`src/rtl/lccp_pkg.sv`:
```
// ----------------------------------------------------------------------------
// lccp_pkg: shared constants and types for the coefficient compress packer
// Field widths, width mode codes, per-mode multiply constants and the word
// type held in the output queue.
// ----------------------------------------------------------------------------
`default_nettype none

package lccp_pkg;

	localparam int COEFF_W = 12;
	localparam int MODE_W  = 3;
	localparam int BYTE_W  = 8;
	localparam int Q_W     = 11;   // widest compressed value
	localparam int D_W     = 4;    // holds a bit count up to 11
	localparam int MUL_W   = 21;
	localparam int PROD_W  = 35;   // signed product plus rounding, with margin
	localparam int SHAMT_W = 5;
	localparam int PEND_W  = 7;
	localparam int PCNT_W  = 3;
	localparam int ACC_W   = 18;   // 7 pending bits plus 11 new ones
	localparam int TOT_W   = 5;

	// width_mode codes
	localparam logic [MODE_W-1:0] MODE_D1  = 3'd0;
	localparam logic [MODE_W-1:0] MODE_D4  = 3'd1;
	localparam logic [MODE_W-1:0] MODE_D5  = 3'd2;
	localparam logic [MODE_W-1:0] MODE_D10 = 3'd3;
	localparam logic [MODE_W-1:0] MODE_D11 = 3'd4;

	localparam logic [MUL_W-1:0] MUL_SMALL = 21'd315;
	localparam logic [MUL_W-1:0] MUL_LARGE = 21'd1290167;

	localparam logic [SHAMT_W-1:0] SHIFT_D1  = 5'd19;
	localparam logic [SHAMT_W-1:0] SHIFT_D4  = 5'd16;
	localparam logic [SHAMT_W-1:0] SHIFT_D5  = 5'd15;
	localparam logic [SHAMT_W-1:0] SHIFT_D10 = 5'd22;
	localparam logic [SHAMT_W-1:0] SHIFT_D11 = 5'd21;

	localparam logic signed [PROD_W-1:0] RND_D1  = 35'sd262144;   // 1 << 18
	localparam logic signed [PROD_W-1:0] RND_D4  = 35'sd32768;    // 1 << 15
	localparam logic signed [PROD_W-1:0] RND_D5  = 35'sd16384;    // 1 << 14
	localparam logic signed [PROD_W-1:0] RND_D10 = 35'sd2097152;  // 1 << 21
	localparam logic signed [PROD_W-1:0] RND_D11 = 35'sd1048576;  // 1 << 20

	localparam logic [Q_W-1:0] MASK_D1  = 11'h001;
	localparam logic [Q_W-1:0] MASK_D4  = 11'h00f;
	localparam logic [Q_W-1:0] MASK_D5  = 11'h01f;
	localparam logic [Q_W-1:0] MASK_D10 = 11'h3ff;
	localparam logic [Q_W-1:0] MASK_D11 = 11'h7ff;

	localparam logic [D_W-1:0] NBITS_D1  = 4'd1;
	localparam logic [D_W-1:0] NBITS_D4  = 4'd4;
	localparam logic [D_W-1:0] NBITS_D5  = 4'd5;
	localparam logic [D_W-1:0] NBITS_D10 = 4'd10;
	localparam logic [D_W-1:0] NBITS_D11 = 4'd11;

	localparam int QDEPTH = 4;
	localparam int QPTR_W = 2;
	localparam int QCNT_W = 3;

	typedef struct packed {
		logic [BYTE_W-1:0] packed_byte;
		logic              last;
	} out_word_t;

endpackage

`default_nettype wire

```
`src/rtl/lccp_ifs.sv`:
```
// ----------------------------------------------------------------------------
// lccp interfaces: valid/ready channels of the coefficient compress packer
// Coefficient input, packed byte output and width mode write channel.
// ----------------------------------------------------------------------------
`default_nettype none

interface lccp_coeff_if;
	import lccp_pkg::*;
	logic                      valid;
	logic                      ready;
	logic signed [COEFF_W-1:0] coeff;
	modport source (output valid, output coeff, input ready);
	modport sink   (input valid, input coeff, output ready);
endinterface

interface lccp_byte_if;
	import lccp_pkg::*;
	logic              valid;
	logic              ready;
	logic [BYTE_W-1:0] packed_byte;
	logic              last;
	modport source (output valid, output packed_byte, output last, input ready);
	modport sink   (input valid, input packed_byte, input last, output ready);
endinterface

interface lccp_cfg_if;
	import lccp_pkg::*;
	logic              valid;
	logic              ready;
	logic [MODE_W-1:0] width_mode;
	modport source (output valid, output width_mode, input ready);
	modport sink   (input valid, input width_mode, output ready);
endinterface

`default_nettype wire

```
`src/rtl/lattice_coeff_compress_pack.sv`:
```
// ----------------------------------------------------------------------------
// lattice_coeff_compress_pack: coefficient compressor and LSB-first packer
// Usage:
//   coeffs takes one signed 12-bit coefficient per word. Each is compressed
//   to D bits (D = 1, 4, 5, 10 or 11, set by the width mode register) by a
//   constant multiply, rounding and arithmetic shift, then appended above
//   the pending bits. Every complete byte leaves on bytes, lowest first,
//   with last set on the final byte caused by that coefficient; an input
//   may cause zero, one or two bytes. Unused mode codes drop the input.
//   cfg writes the width mode (ready is always high); write it
//   only while no coefficient is in flight.
// Path: an accepted coefficient passes the input register, the compress
//   register and the byte queue before its first byte is shown on bytes.
// Throughput: one coefficient per cycle while the queue has room; the
//   multiplier register and the packer each take one per cycle. Output
//   is one byte per cycle; with D of 10 or 11 the sustained input rate is 8/D.
// A four-entry byte queue feeds bytes; when bytes stalls, the queue fills
//   and then the pipeline holds and coeffs.ready drops.
// Reset clears the mode to 1 bit, the pending bits and all valid flags.
// ----------------------------------------------------------------------------
`default_nettype none

module lattice_coeff_compress_pack (
	input  wire logic    clk,
	input  wire logic    arst_n,
	lccp_coeff_if.sink   coeffs,
	lccp_byte_if.source  bytes,
	lccp_cfg_if.sink     cfg
);
	import lccp_pkg::*;

	logic [MODE_W-1:0]         mode_q;

	logic                      valid_s1;
	logic signed [COEFF_W-1:0] coeff_s1;

	logic                      valid_s2;
	logic [Q_W-1:0]            q_s2;
	logic [D_W-1:0]            nbits_s2;

	logic [PEND_W-1:0]         pend_q;
	logic [PCNT_W-1:0]         pcnt_q;

	out_word_t                 queue_q [QDEPTH];
	logic [QPTR_W-1:0]         wr_ptr_q;
	logic [QPTR_W-1:0]         rd_ptr_q;
	logic [QCNT_W-1:0]         count_q;

	logic                      adv1;
	logic                      adv2;
	logic                      room;
	logic                      pop;

	// per-mode constants
	logic [MUL_W-1:0]          mul;
	logic [SHAMT_W-1:0]        shamt;
	logic signed [PROD_W-1:0]  rnd;
	logic [Q_W-1:0]            mask;
	logic [D_W-1:0]            nbits;
	logic                      mode_ok;

	logic signed [PROD_W-1:0]  prod;
	logic signed [PROD_W-1:0]  shifted;

	logic [ACC_W-1:0]          acc;
	logic [TOT_W-1:0]          total;
	logic [1:0]                nbytes;
	logic [PEND_W-1:0]         pend_next;
	logic [QCNT_W-1:0]         pushed;

	// mode register
	assign cfg.ready = 1'b1;

	always_ff @(posedge clk or negedge arst_n) begin
		if (!arst_n) begin
			mode_q <= MODE_D1;
		end else if (cfg.valid) begin
			mode_q <= cfg.width_mode;
		end
	end

	// flow control
	assign room         = (count_q < QCNT_W'(QDEPTH - 1));
	assign adv2         = valid_s2 && room;
	assign adv1         = valid_s1 && (!valid_s2 || adv2);
	assign coeffs.ready = !valid_s1 || adv1;
	assign pop          = bytes.valid && bytes.ready;

	// input register
	always_ff @(posedge clk or negedge arst_n) begin
		if (!arst_n) begin
			valid_s1 <= 1'b0;
		end else if (coeffs.ready) begin
			valid_s1 <= coeffs.valid;
		end
	end

	always_ff @(posedge clk) begin
		if (coeffs.valid && coeffs.ready) begin
			coeff_s1 <= coeffs.coeff;
		end
	end

	always_comb begin
		mul     = MUL_SMALL;
		shamt   = SHIFT_D1;
		rnd     = RND_D1;
		mask    = MASK_D1;
		nbits   = NBITS_D1;
		mode_ok = 1'b1;
		unique case (mode_q)
			MODE_D1: begin
				mul = MUL_SMALL; shamt = SHIFT_D1; rnd = RND_D1;
				mask = MASK_D1; nbits = NBITS_D1;
			end
			MODE_D4: begin
				mul = MUL_SMALL; shamt = SHIFT_D4; rnd = RND_D4;
				mask = MASK_D4; nbits = NBITS_D4;
			end
			MODE_D5: begin
				mul = MUL_SMALL; shamt = SHIFT_D5; rnd = RND_D5;
				mask = MASK_D5; nbits = NBITS_D5;
			end
			MODE_D10: begin
				mul = MUL_LARGE; shamt = SHIFT_D10; rnd = RND_D10;
				mask = MASK_D10; nbits = NBITS_D10;
			end
			MODE_D11: begin
				mul = MUL_LARGE; shamt = SHIFT_D11; rnd = RND_D11;
				mask = MASK_D11; nbits = NBITS_D11;
			end
			default: begin
				mode_ok = 1'b0;
			end
		endcase
	end

	// floor shift of the rounded product; arithmetic shift gives the floor
	assign prod    = PROD_W'(coeff_s1) * PROD_W'($signed({1'b0, mul})) + rnd;
	assign shifted = prod >>> shamt;

	always_ff @(posedge clk or negedge arst_n) begin
		if (!arst_n) begin
			valid_s2 <= 1'b0;
		end else if (!valid_s2 || adv2) begin
			valid_s2 <= valid_s1 && mode_ok;
		end
	end

	always_ff @(posedge clk) begin
		if (adv1) begin
			q_s2     <= shifted[Q_W-1:0] & mask;
			nbits_s2 <= nbits;
		end
	end

	// bit packer
	assign acc    = ACC_W'(pend_q) | (ACC_W'(q_s2) << pcnt_q);
	assign total  = TOT_W'(pcnt_q) + TOT_W'(nbits_s2);
	assign nbytes = total[4:3];
	assign pushed = adv2 ? QCNT_W'(nbytes) : '0;

	always_comb begin
		unique case (nbytes)
			2'd0:    pend_next = acc[PEND_W-1:0];
			2'd1:    pend_next = acc[PEND_W+7:8];
			2'd2:    pend_next = PEND_W'(acc[ACC_W-1:16]);
			default: pend_next = '0;
		endcase
	end

	always_ff @(posedge clk or negedge arst_n) begin
		if (!arst_n) begin
			pend_q <= '0;
			pcnt_q <= '0;
		end else if (adv2) begin
			pend_q <= pend_next;
			pcnt_q <= total[PCNT_W-1:0];
		end
	end

	// output byte queue
	always_ff @(posedge clk) begin
		if (adv2 && nbytes != 2'd0) begin
			queue_q[wr_ptr_q] <= '{packed_byte: acc[7:0], last: (nbytes == 2'd1)};
		end
		if (adv2 && nbytes == 2'd2) begin
			queue_q[wr_ptr_q + QPTR_W'(1)] <= '{packed_byte: acc[15:8], last: 1'b1};
		end
	end

	always_ff @(posedge clk or negedge arst_n) begin
		if (!arst_n) begin
			wr_ptr_q <= '0;
			rd_ptr_q <= '0;
			count_q  <= '0;
		end else begin
			wr_ptr_q <= wr_ptr_q + pushed[QPTR_W-1:0];
			if (pop) begin
				rd_ptr_q <= rd_ptr_q + QPTR_W'(1);
			end
			count_q <= count_q + pushed - QCNT_W'(pop);
		end
	end

	assign bytes.valid       = (count_q != '0);
	assign bytes.packed_byte = queue_q[rd_ptr_q].packed_byte;
	assign bytes.last        = queue_q[rd_ptr_q].last;

endmodule

`default_nettype wire

```
`src/flat_wrapper.sv`:
```
// flat-port wrapper written by rule: the top's interface ports become plain ports
module lattice_coeff_compress_pack_flat import lccp_pkg::*;
  (clk, arst_n, coeffs_valid, coeffs_coeff, coeffs_ready, bytes_valid, bytes_packed_byte, bytes_last, bytes_ready, cfg_valid, cfg_width_mode, cfg_ready);
  lccp_coeff_if coeffs_i ();
  lccp_byte_if bytes_i ();
  lccp_cfg_if cfg_i ();
  input  wire logic clk;
  input  wire logic arst_n;
  input wire logic [$bits(coeffs_i.valid)-1:0] coeffs_valid;
  input wire logic [$bits(coeffs_i.coeff)-1:0] coeffs_coeff;
  output wire logic [$bits(coeffs_i.ready)-1:0] coeffs_ready;
  output wire logic [$bits(bytes_i.valid)-1:0] bytes_valid;
  output wire logic [$bits(bytes_i.packed_byte)-1:0] bytes_packed_byte;
  output wire logic [$bits(bytes_i.last)-1:0] bytes_last;
  input wire logic [$bits(bytes_i.ready)-1:0] bytes_ready;
  input wire logic [$bits(cfg_i.valid)-1:0] cfg_valid;
  input wire logic [$bits(cfg_i.width_mode)-1:0] cfg_width_mode;
  output wire logic [$bits(cfg_i.ready)-1:0] cfg_ready;
  assign coeffs_i.valid = coeffs_valid;
  assign coeffs_i.coeff = coeffs_coeff;
  assign coeffs_ready = coeffs_i.ready;
  assign bytes_valid = bytes_i.valid;
  assign bytes_packed_byte = bytes_i.packed_byte;
  assign bytes_last = bytes_i.last;
  assign bytes_i.ready = bytes_ready;
  assign cfg_i.valid = cfg_valid;
  assign cfg_i.width_mode = cfg_width_mode;
  assign cfg_ready = cfg_i.ready;
  lattice_coeff_compress_pack u_core (.clk(clk), .arst_n(arst_n), .coeffs(coeffs_i), .bytes(bytes_i), .cfg(cfg_i));
endmodule
```
`config.mk`:
```
export PLATFORM = sky130hd
export DESIGN_NAME = lattice_coeff_compress_pack_flat
export DESIGN_NICKNAME = d
export VERILOG_FILES = /design/src/rtl/lccp_pkg.sv /design/src/rtl/lccp_ifs.sv /design/src/rtl/lattice_coeff_compress_pack.sv /design/src/flat_wrapper.sv
export SDC_FILE = /design/constraint.sdc
export NUM_CORES = 1
export LEC_CHECK = 0
export BUFFER_PORTS_ARGS = -buffer_cell sky130_fd_sc_hd__buf_2
export CORE_AREA = 2 2 178 180
export CTS_BUF_LIST = sky130_fd_sc_hd__clkbuf_8
export CTS_CLUSTER_DIAMETER = 80
export DETAILED_ROUTE_END_ITERATION = 16
export DIE_AREA = 0 0 180 182
export PLACE_DENSITY = 0.51
export SETUP_SLACK_MARGIN = 0.1
export SYNTH_ARGS = -nofsm -noshare
export SYNTH_HDL_FRONTEND = slang
export SYNTH_SLANG_ARGS = --single-unit
```
`constraint.sdc`:
```
create_clock -name clk -period 20.5 [get_ports clk]
set_input_delay 3.075 -clock clk [delete_from_list [all_inputs] [get_ports clk]]
set_output_delay 3.075 -clock clk [all_outputs]
set_load 0.1 [all_outputs]
```
==> results of run 1 <==
## stage by stage
| step | util, % | instances | setup slack, ns | hold slack, ns |
|---|---|---|---|---|
| 2_1_floorplan | - | 1061 | 12.82 | 0.4504 |
| 3_3_place_gp | 36.18 | 1462 | 11.48 | 0.4726 |
| 3_5_place_dp | 36.18 | 1462 | 11.16 | 0.4799 |
| 4_1_cts | 36.72 | 1478 | 11.12 | 0.5022 |
| 5_1_grt | 36.72 | 1478 | 10.40 | 0.5485 |
| 6_report | 36.72 | 1478 | 11.10 | 0.4967 |
## flip-flops by register name, indices dropped and copies added (netlist names)
register and cells:
u_core.pend_q 7, u_core.rd_ptr_q 2, u_core.wr_ptr_q 2, u_core.valid_s1 1
u_core.mode_q 3, u_core.q_s2 11, u_core.valid_s2 1, u_core.coeff_s1 12
u_core.pcnt_q 3, u_core.count_q 3, u_core.nbits_s2 3, u_core.queue_q 36
## layout make-up
type / count / area, sq um / area share (%)
tap: 402 / 503.0 / 4.420
inverter: 216 / 810.8 / 7.126
clock buffer: 9 / 123.9 / 1.089
sequential: 84 / 2372 / 20.85
clock inverter: 7 / 43.79 / 0.3849
multi-input combinational: 729 / 7367 / 64.75
timing repair buffer: 31 / 157.7 / 1.386
## critical path, delay by kind of cell, from the launching register on
family	cells	cell delay (ns)
xor gates and xnor gates	2	0.25
DFF	1	0.52
adders and majority gates	7	3.26
AOI/OAI and AO/OA	7	1.45
buffers and inverters	5	1.05
and+or+nand+nor	10	2.59
## layer usage
layer  vias to the layer above  track usage [%]
met1                      3633            21.52
met4                         0            5.236
met5                         -                0
met3                        30            2.206
li1                       3560                -
met2                       122            27.72
## final timing paths
path / from / end / slack, ns / cells past startpoint
max reg2reg: u_core.mode_q[0] / u_core.q_s2[7] / 11.10 / 31
max in group asynchronous: arst_n / u_core.pend_q[6] / 17.47 / 1
min: u_core.pend_q[0] / u_core.pend_q[0] / 0.50 / 2
min reg2reg: u_core.pend_q[0] / u_core.pend_q[0] / 0.50 / 2
min in group asynchronous: arst_n / u_core.pend_q[3] / 2.65 / 1
max: u_core.mode_q[0] / u_core.q_s2[7] / 11.10 / 31
## cell families after synthesis
group                      count (synthesis)
adders and majority gates                258
AOI/OAI and AO/OA                        192
muxes                                     41
DFF                                       84
xor gates and xnor gates                  43
buffers and inverters                    248
other                                      2
and+or+nand+nor                          190
## cell usage in the layout, fill, tap and decap left out, types with 8 or more instances in the layout
master | netlist | final
clkbuf_8 | 0 | 9
nand3_1 | 11 | 11
dfrtp_1 | 22 | 22
buf_2 | 2 | 30
mux4_2 | 9 | 9
nor2_1 | 51 | 51
inv_1 | 213 | 215
a21oi_1 | 43 | 43
xor2_1 | 20 | 20
a22o_1 | 8 | 8
ha_1 | 133 | 133
edfxtp_1 | 58 | 58
o21ai_0 | 33 | 33
xnor2_1 | 22 | 22
and2_1 | 10 | 10
mux2i_1 | 25 | 25
fa_1 | 125 | 125
o22ai_1 | 36 | 36
nand2_1 | 66 | 66
==> results.sh, run 1 <==
export IMPL_overflow=0
export IMPL_crit_fanout=15
export IMPL_ys_flop_type="edfxtp_1"
export IMPL_synth_cell_types=82
export IMPL_cts_tree="done"
export IMPL_cts_root_buf="clkbuf_8"
export IMPL_worstPathArrival_ns=9.54
export IMPL_crit_type="reg -> reg"
export IMPL_period_share_pct=45.85
export IMPL_setup_tns_ns=0
export IMPL_drtAntennaViolNets=0
export IMPL_wl_um=24940
export IMPL_drive_gt1_share_pct=8.178
export IMPL_cpPeakStageDelay_ns=0.81
export IMPL_drtIter0Drc=530
export IMPL_vias_per_cell=4.970
export IMPL_slew_headroom_pct=22.58
export IMPL_highest_layer="met4"
export IMPL_worst_setup_path_end_kind="register"
export IMPL_ys_ff_latch=84
export IMPL_route_met2_wl_um=12010
export IMPL_synth_area_sq_mm=0.01070
export IMPL_post_dp_cell_area_sq_mm=0.01121
export IMPL_wl_met3_um=811
export IMPL_yosysSeqAreaShare_pct=22.17
export IMPL_required_ns=20.64
export IMPL_synth_top_area_share_pct=23.39
export IMPL_area_growth_pct=6.350
export IMPL_n_antenna_cell=0
export IMPL_synthMuxAreaShare_pct=4.970
export IMPL_cts_buffers=9
export IMPL_htree_levels=3
export IMPL_cts_sinks=84
export IMPL_finalCriticalPeriod_ns=9.399
export IMPL_syn_instance_count=1058
export IMPL_num_rows=65
export IMPL_wire_per_inst_um=16.87
export IMPL_setup_viol=0
export IMPL_ys_top_cells_by_area="fa_1, edfxtp_1, ha_1"
export IMPL_grt_use_total_pct=16.30
export IMPL_rsz0062_at_grt="no"
export IMPL_max_freq_ghz=0.1064
export IMPL_slew_violations=0
export IMPL_synth_largest_area_cell="fa_1"
export IMPL_synth_xor_area_share_pct=3.590
export IMPL_worst_pin_slew_ns=1.157
export IMPL_clk_latency_ns=0.42
export IMPL_cp_start_kind="register"
export IMPL_grt_pass1_vias=7861
export IMPL_nNetsFinal=1349
export IMPL_ctsResizeCount=0
export IMPL_yosysMostFrequentCell="inv_1"
export IMPL_synth_compound_area_share_pct=12.37
export IMPL_finalClockSkew_ns=0.03708
export IMPL_hpwlAfterDp_um=21210
export IMPL_vias=7345
export IMPL_final_hold_violation_count=0
export IMPL_antenna_found_initial=0
export IMPL_clkTransAtPathRegs_ns=0.09
export IMPL_drc_errors=0
export IMPL_grt_pass1_wl_um=41770
export IMPL_grt_max_degree=23
export IMPL_path_common_cell="fa_1"
export IMPL_io_pins=32
export IMPL_cap_violations=0
export IMPL_synthSimpleGateAreaFrac_pct=8.806
export IMPL_fill_cells=3153
export IMPL_cts_path_max_buffers=2
export IMPL_synth_edf_count=58
export IMPL_synth_adder_area_share_pct=38.94
export IMPL_coreArea_sq_mm=0.03099
export IMPL_cp_slowest_cell="nor2_1"
export IMPL_hold_class="reg -> reg"
export IMPL_port_buffers=30
export IMPL_synth_warnings=0
export IMPL_synth_top_family_by_area="adder cells"
export IMPL_fp_dieW_um=180
export IMPL_synthTopCellsByCount="inv_1, ha_1, fa_1, nand2_1, edfxtp_1"
export IMPL_syn_area_per_cell_sq_um=10.11
export IMPL_hold_buffers=0
export IMPL_dieArea_sq_mm=0.03276
export IMPL_initial_core_util_pct=34.53
export IMPL_die_y_um=182
export IMPL_status="complete, no violations"
export IMPL_wl_met1_um=11540
export IMPL_async_flop_share_pct=26.19
export IMPL_post_route_cell_area_sq_mm=0.01138
export IMPL_routabilityCongestion=0.8623
export IMPL_cts_setup_buffers=0
export IMPL_dr_pass1_iters=5
Power of run 1 is left out: the tool's default activity adds up to more than one toggle a clock period on the data nets, which glitch-free logic cannot reach.
==> run 2, diff against run 1 <==
Settings changed: PLACE_DENSITY 0.51 to 0.52.
Clock period 20.5 ns to 7.6 ns, I/O delays scaled along.
==> results.sh, run 2 (synthesized netlist as in run 1, its figures left out) <==
export IMPL_status="complete, no violations"
export IMPL_period_share_pct=93.41
export IMPL_finalClockSkew_ns=0.01178
export IMPL_port_buffers=30
export IMPL_rr_startpoint="u_core.mode_q[0]"
export IMPL_crit_fanout=7
export IMPL_path_common_cell="fa_1"
export IMPL_final_hold_violation_count=0
export IMPL_holdWs_ns=0.5014
export IMPL_fp_dieW_um=180
export IMPL_cts_buffers=9
export IMPL_routabilityCongestion=0.8513
export IMPL_area_growth_pct=11.45
export IMPL_layout_commonest_cell="inv_1"
export IMPL_crit_type="reg -> reg"
export IMPL_regMostFlops="u_core.queue_q"
export IMPL_r2r_slack_ns=0.50
export IMPL_slew_headroom_pct=23.14
export IMPL_overflow=0
export IMPL_antenna_found_initial=0
export IMPL_crit_end="u_core.q_s2[4]"
export IMPL_wl_um=24640
export IMPL_dp_cells=1505
export IMPL_cts_tree="done"
export IMPL_n_antenna_cell=0
export IMPL_top_regs="u_core.queue_q x36, u_core.coeff_s1 x12, u_core.q_s2 x11"
export IMPL_num_rows=65
export IMPL_drc_errors=0
export IMPL_cts_path_max_buffers=2
export IMPL_cp_start_kind="register"
export IMPL_worst_pin_slew_ns=1.145
export IMPL_hold_class="reg -> reg"
export IMPL_drive_gt1_share_pct=15.29
export IMPL_rsz0062_at_grt="no"
export IMPL_coreArea_sq_mm=0.03099
export IMPL_dr_pass1_iters=6
export IMPL_utilization_pct=38.48
export IMPL_dieArea_sq_mm=0.03276
export IMPL_cpPeakStageDelay_ns=0.55
export IMPL_hpwlAfterDp_um=21570
export IMPL_clk_latency_ns=0.40
export IMPL_final_cells=1527
export IMPL_worstPathArrival_ns=7.26
export IMPL_io_pins=32
export IMPL_die_y_um=182
export IMPL_slew_violations=0
export IMPL_worst_setup_path_end_kind="register"
export IMPL_initial_core_util_pct=34.53
export IMPL_nNetsFinal=1398
export IMPL_grt_use_total_pct=15.99
export IMPL_vias=7399
export IMPL_cts_sinks=84
export IMPL_wire_per_inst_um=16.13
export IMPL_grt_pass1_wl_um=41090
export IMPL_setup_viol=0
export IMPL_finalCriticalPeriod_ns=7.099
export IMPL_cp_slowest_cell="fa_1"
export IMPL_hold_buffers=0
export IMPL_vias_per_cell=4.845
export IMPL_setup_tns_ns=0
export IMPL_htree_levels=3
export IMPL_cts_root_buf="clkbuf_8"
export IMPL_crit_path_start="u_core.mode_q[0]"
export IMPL_required_ns=7.76
export IMPL_max_freq_ghz=0.1409
export IMPL_timing_rr_end="u_core.q_s2[4]"
export IMPL_drtAntennaViolNets=0
export IMPL_grt_max_degree=23
export IMPL_cap_violations=0
export IMPL_clkTransAtPathRegs_ns=0.09
export IMPL_layout_common_cells="inv_1, ha_1, fa_1"
export IMPL_reg2regPathDepth=31
export IMPL_largest_reg_flops=36
export IMPL_grt_pass1_vias=7843
export IMPL_fill_cells=3130
export IMPL_drtIter0Drc=333
[run 2: what timing repair did]
| action | 4_1_cts | 5_1_grt |
|---|---|---|
| buffers inserted | 0 | 6 |
| endpoints found under the setup margin | 0 | 11 |
| gates resized for setup | 0 | 41 |
[run 2: layer usage]
metal | wire length (um) | track usage, % | share of wire [%]
met1 | 11450 | 20.52 | 46
met2 | 11830 | 27.28 | 48
met3 | 851 | 2.948 | 3.5
met4 | 509 | 5.171 | 2.1
met5 | 0 | 0 | 0
[run 2: critical path, delay by kind of cell (launching register included)]
| family | cells | cell delay, ns |
|---|---|---|
| simple gates | 11 | 1.38 |
| buf+inv | 7 | 0.67 |
| fa+ha+maj | 7 | 3.32 |
| xor+xnor | 2 | 0.27 |
| flops | 1 | 0.41 |
| compound gates | 4 | 0.80 |
[run 2: how the worst min path moves through the flow]
stage | startpoint | to | slack (ns) | cells after the start
final | u_core.pend_q[0] | u_core.pend_q[0] | 0.50 | 2
after detailed placement | u_core.pend_q[1] | u_core.pend_q[1] | 0.48 | 2
after global routing | u_core.pend_q[0] | u_core.pend_q[0] | 0.53 | 2
after global placement | u_core.pend_q[1] | u_core.pend_q[1] | 0.47 | 2
after floorplan | u_core.pend_q[0] | u_core.pend_q[0] | 0.45 | 2
after CTS | u_core.pend_q[1] | u_core.pend_q[1] | 0.51 | 2
[run 2: final cells by class]
class / instances / area, sq um / area share [%]
Clock buffer: 9 / 123.9 / 1.039
Clock inverter: 7 / 81.33 / 0.6821
Inverter: 216 / 817.0 / 6.852
Multi-Input combinational cell: 729 / 7493 / 62.84
Sequential cell: 84 / 2372 / 19.90
Tap cell: 402 / 503.0 / 4.218
Timing Repair Buffer: 80 / 533.0 / 4.470
[run 2: metrics by stage]
stage          cell area (sq um)  setup WS [ns]
5_1_grt                    11920        0.09453
6_report                   11920         0.5007
4_1_cts                    11740         0.1015
2_1_floorplan              10710         0.1424
3_5_place_dp               11540         0.1397
3_3_place_gp               11540         0.1050
Power of run 2 is left out for the same reason.
==> run 3, diff against run 2 <==
Settings changed: GPL_TIMING_DRIVEN set to 0.
==> results.sh, run 3 (synthesized netlist as in run 1, its figures left out) <==
export IMPL_status="complete, no violations"
export IMPL_die_y_um=182
export IMPL_cp_start_kind="register"
export IMPL_grt_pass1_wl_um=41500
export IMPL_top_regs="u_core.queue_q x36, u_core.coeff_s1 x12, u_core.q_s2 x11"
export IMPL_drtAntennaViolNets=0
export IMPL_io_pins=32
export IMPL_dr_pass1_iters=5
export IMPL_rsz0062_at_grt="yes"
export IMPL_hpwlAfterDp_um=20590
export IMPL_routabilityCongestion=0.8449
export IMPL_worstPathArrival_ns=7.51
export IMPL_holdWs_ns=0.4894
export IMPL_finalCriticalPeriod_ns=7.384
export IMPL_nNetsFinal=1436
export IMPL_port_buffers=30
export IMPL_cts_path_max_buffers=2
export IMPL_cts_buffers=9
export IMPL_utilization_pct=40.58
export IMPL_antenna_found_initial=0
export IMPL_max_freq_ghz=0.1354
export IMPL_regMostFlops="u_core.queue_q"
export IMPL_num_rows=65
export IMPL_final_cells=1565
export IMPL_required_ns=7.73
export IMPL_initial_core_util_pct=34.53
export IMPL_largest_reg_flops=36
export IMPL_cts_root_buf="clkbuf_8"
export IMPL_coreArea_sq_mm=0.03099
export IMPL_crit_fanout=7
export IMPL_grt_use_total_pct=15.92
export IMPL_slew_headroom_pct=24.40
export IMPL_worst_setup_path_end_kind="register"
export IMPL_path_common_cell="fa_1"
export IMPL_layout_commonest_cell="inv_1"
export IMPL_wire_per_inst_um=16.12
export IMPL_crit_type="reg -> reg"
export IMPL_overflow=0
export IMPL_clk_latency_ns=0.40
export IMPL_clkTransAtPathRegs_ns=0.09
export IMPL_htree_levels=3
export IMPL_pre_cts_ws_ns=-1.522
export IMPL_grt_max_degree=23
export IMPL_grt_pass1_vias=7967
export IMPL_drc_errors=0
export IMPL_setup_ws_ns=0.2160
export IMPL_dieArea_sq_mm=0.03276
export IMPL_cts_sinks=84
export IMPL_area_growth_pct=17.52
export IMPL_n_antenna_cell=0
export IMPL_r2r_slack_ns=0.22
export IMPL_period_share_pct=97.16
export IMPL_cap_violations=0
export IMPL_drtIter0Drc=307
export IMPL_setup_viol=0
export IMPL_slew_violations=0
export IMPL_wl_um=25220
export IMPL_vias=7647
export IMPL_fp_dieW_um=180
export IMPL_fill_cells=3074
export IMPL_cpPeakStageDelay_ns=0.54
export IMPL_cp_slowest_cell="fa_1"
export IMPL_layout_common_cells="inv_1, ha_1, fa_1"
export IMPL_hold_class="reg -> reg"
export IMPL_cts_tree="done"
export IMPL_worst_pin_slew_ns=1.126
export IMPL_vias_per_cell=4.886
export IMPL_finalClockSkew_ns=0.03388
export IMPL_dp_cells=1493
export IMPL_drive_gt1_share_pct=19.60
export IMPL_hold_buffers=0
export IMPL_final_hold_violation_count=0
## run 3: worst paths after layout
check | to | start | cells past startpoint
worst max-delay path | u_core.q_s2[4] | u_core.mode_q[0] | 33
worst min-delay path | u_core.pend_q[0] | u_core.pend_q[0] | 2
worst max register to register | u_core.q_s2[4] | u_core.mode_q[0] | 33
worst min register to register | u_core.pend_q[0] | u_core.pend_q[0] | 2
max in group asynchronous | u_core.mode_q[0] | arst_n | 1
min in group asynchronous | u_core.pend_q[2] | arst_n | 1
## run 3: area by class of cell
class	instances	area (sq um)	area share, %
buffer	32	217.7	1.732
tap	402	503.0	4.000
sequential	84	2375	18.89
clock inverter	7	101.3	0.8060
multi-input combinational	729	7797	62.02
inverter	216	852.1	6.777
clock buffer	9	123.9	0.9852
timing repair buffer	86	603.1	4.796
## run 3: critical path, delay by kind of cell (launching register included)
family          cells  cell delay (ns)
fa+ha+maj           7             3.04
buf+inv             8             0.92
flops               1             0.42
simple gates        9             1.19
compound gates      7             1.31
xor+xnor            2             0.23
## run 3: layer usage
layer / up-vias / track usage (%) / wire length, um
met2: 99 / 27.91 / 12280
met5: - / 0 / 0
met3: 21 / 2.186 / 779
met4: 0 / 3.772 / 378
li1: 3745 / - / -
met1: 3782 / 20.83 / 11780
## run 3: per-stage QoR
| step | setup TNS [ns] | instance area [sq um] |
|---|---|---|
| 3_3_place_gp | -16.48 | 11370 |
| 6_report | 0 | 12570 |
| 3_5_place_dp | -15.80 | 11370 |
| 5_1_grt | -0.3747 | 12570 |
| 2_1_floorplan | 0 | 10710 |
| 4_1_cts | 0 | 11980 |
## run 3: what timing repair did
item	CTS	global route
buffers inserted	21	34
pin swaps	11	60
endpoints found under the setup margin	11	11
resized for setup	60	70
cloned	0	1
Power of run 3 is left out for the same reason.
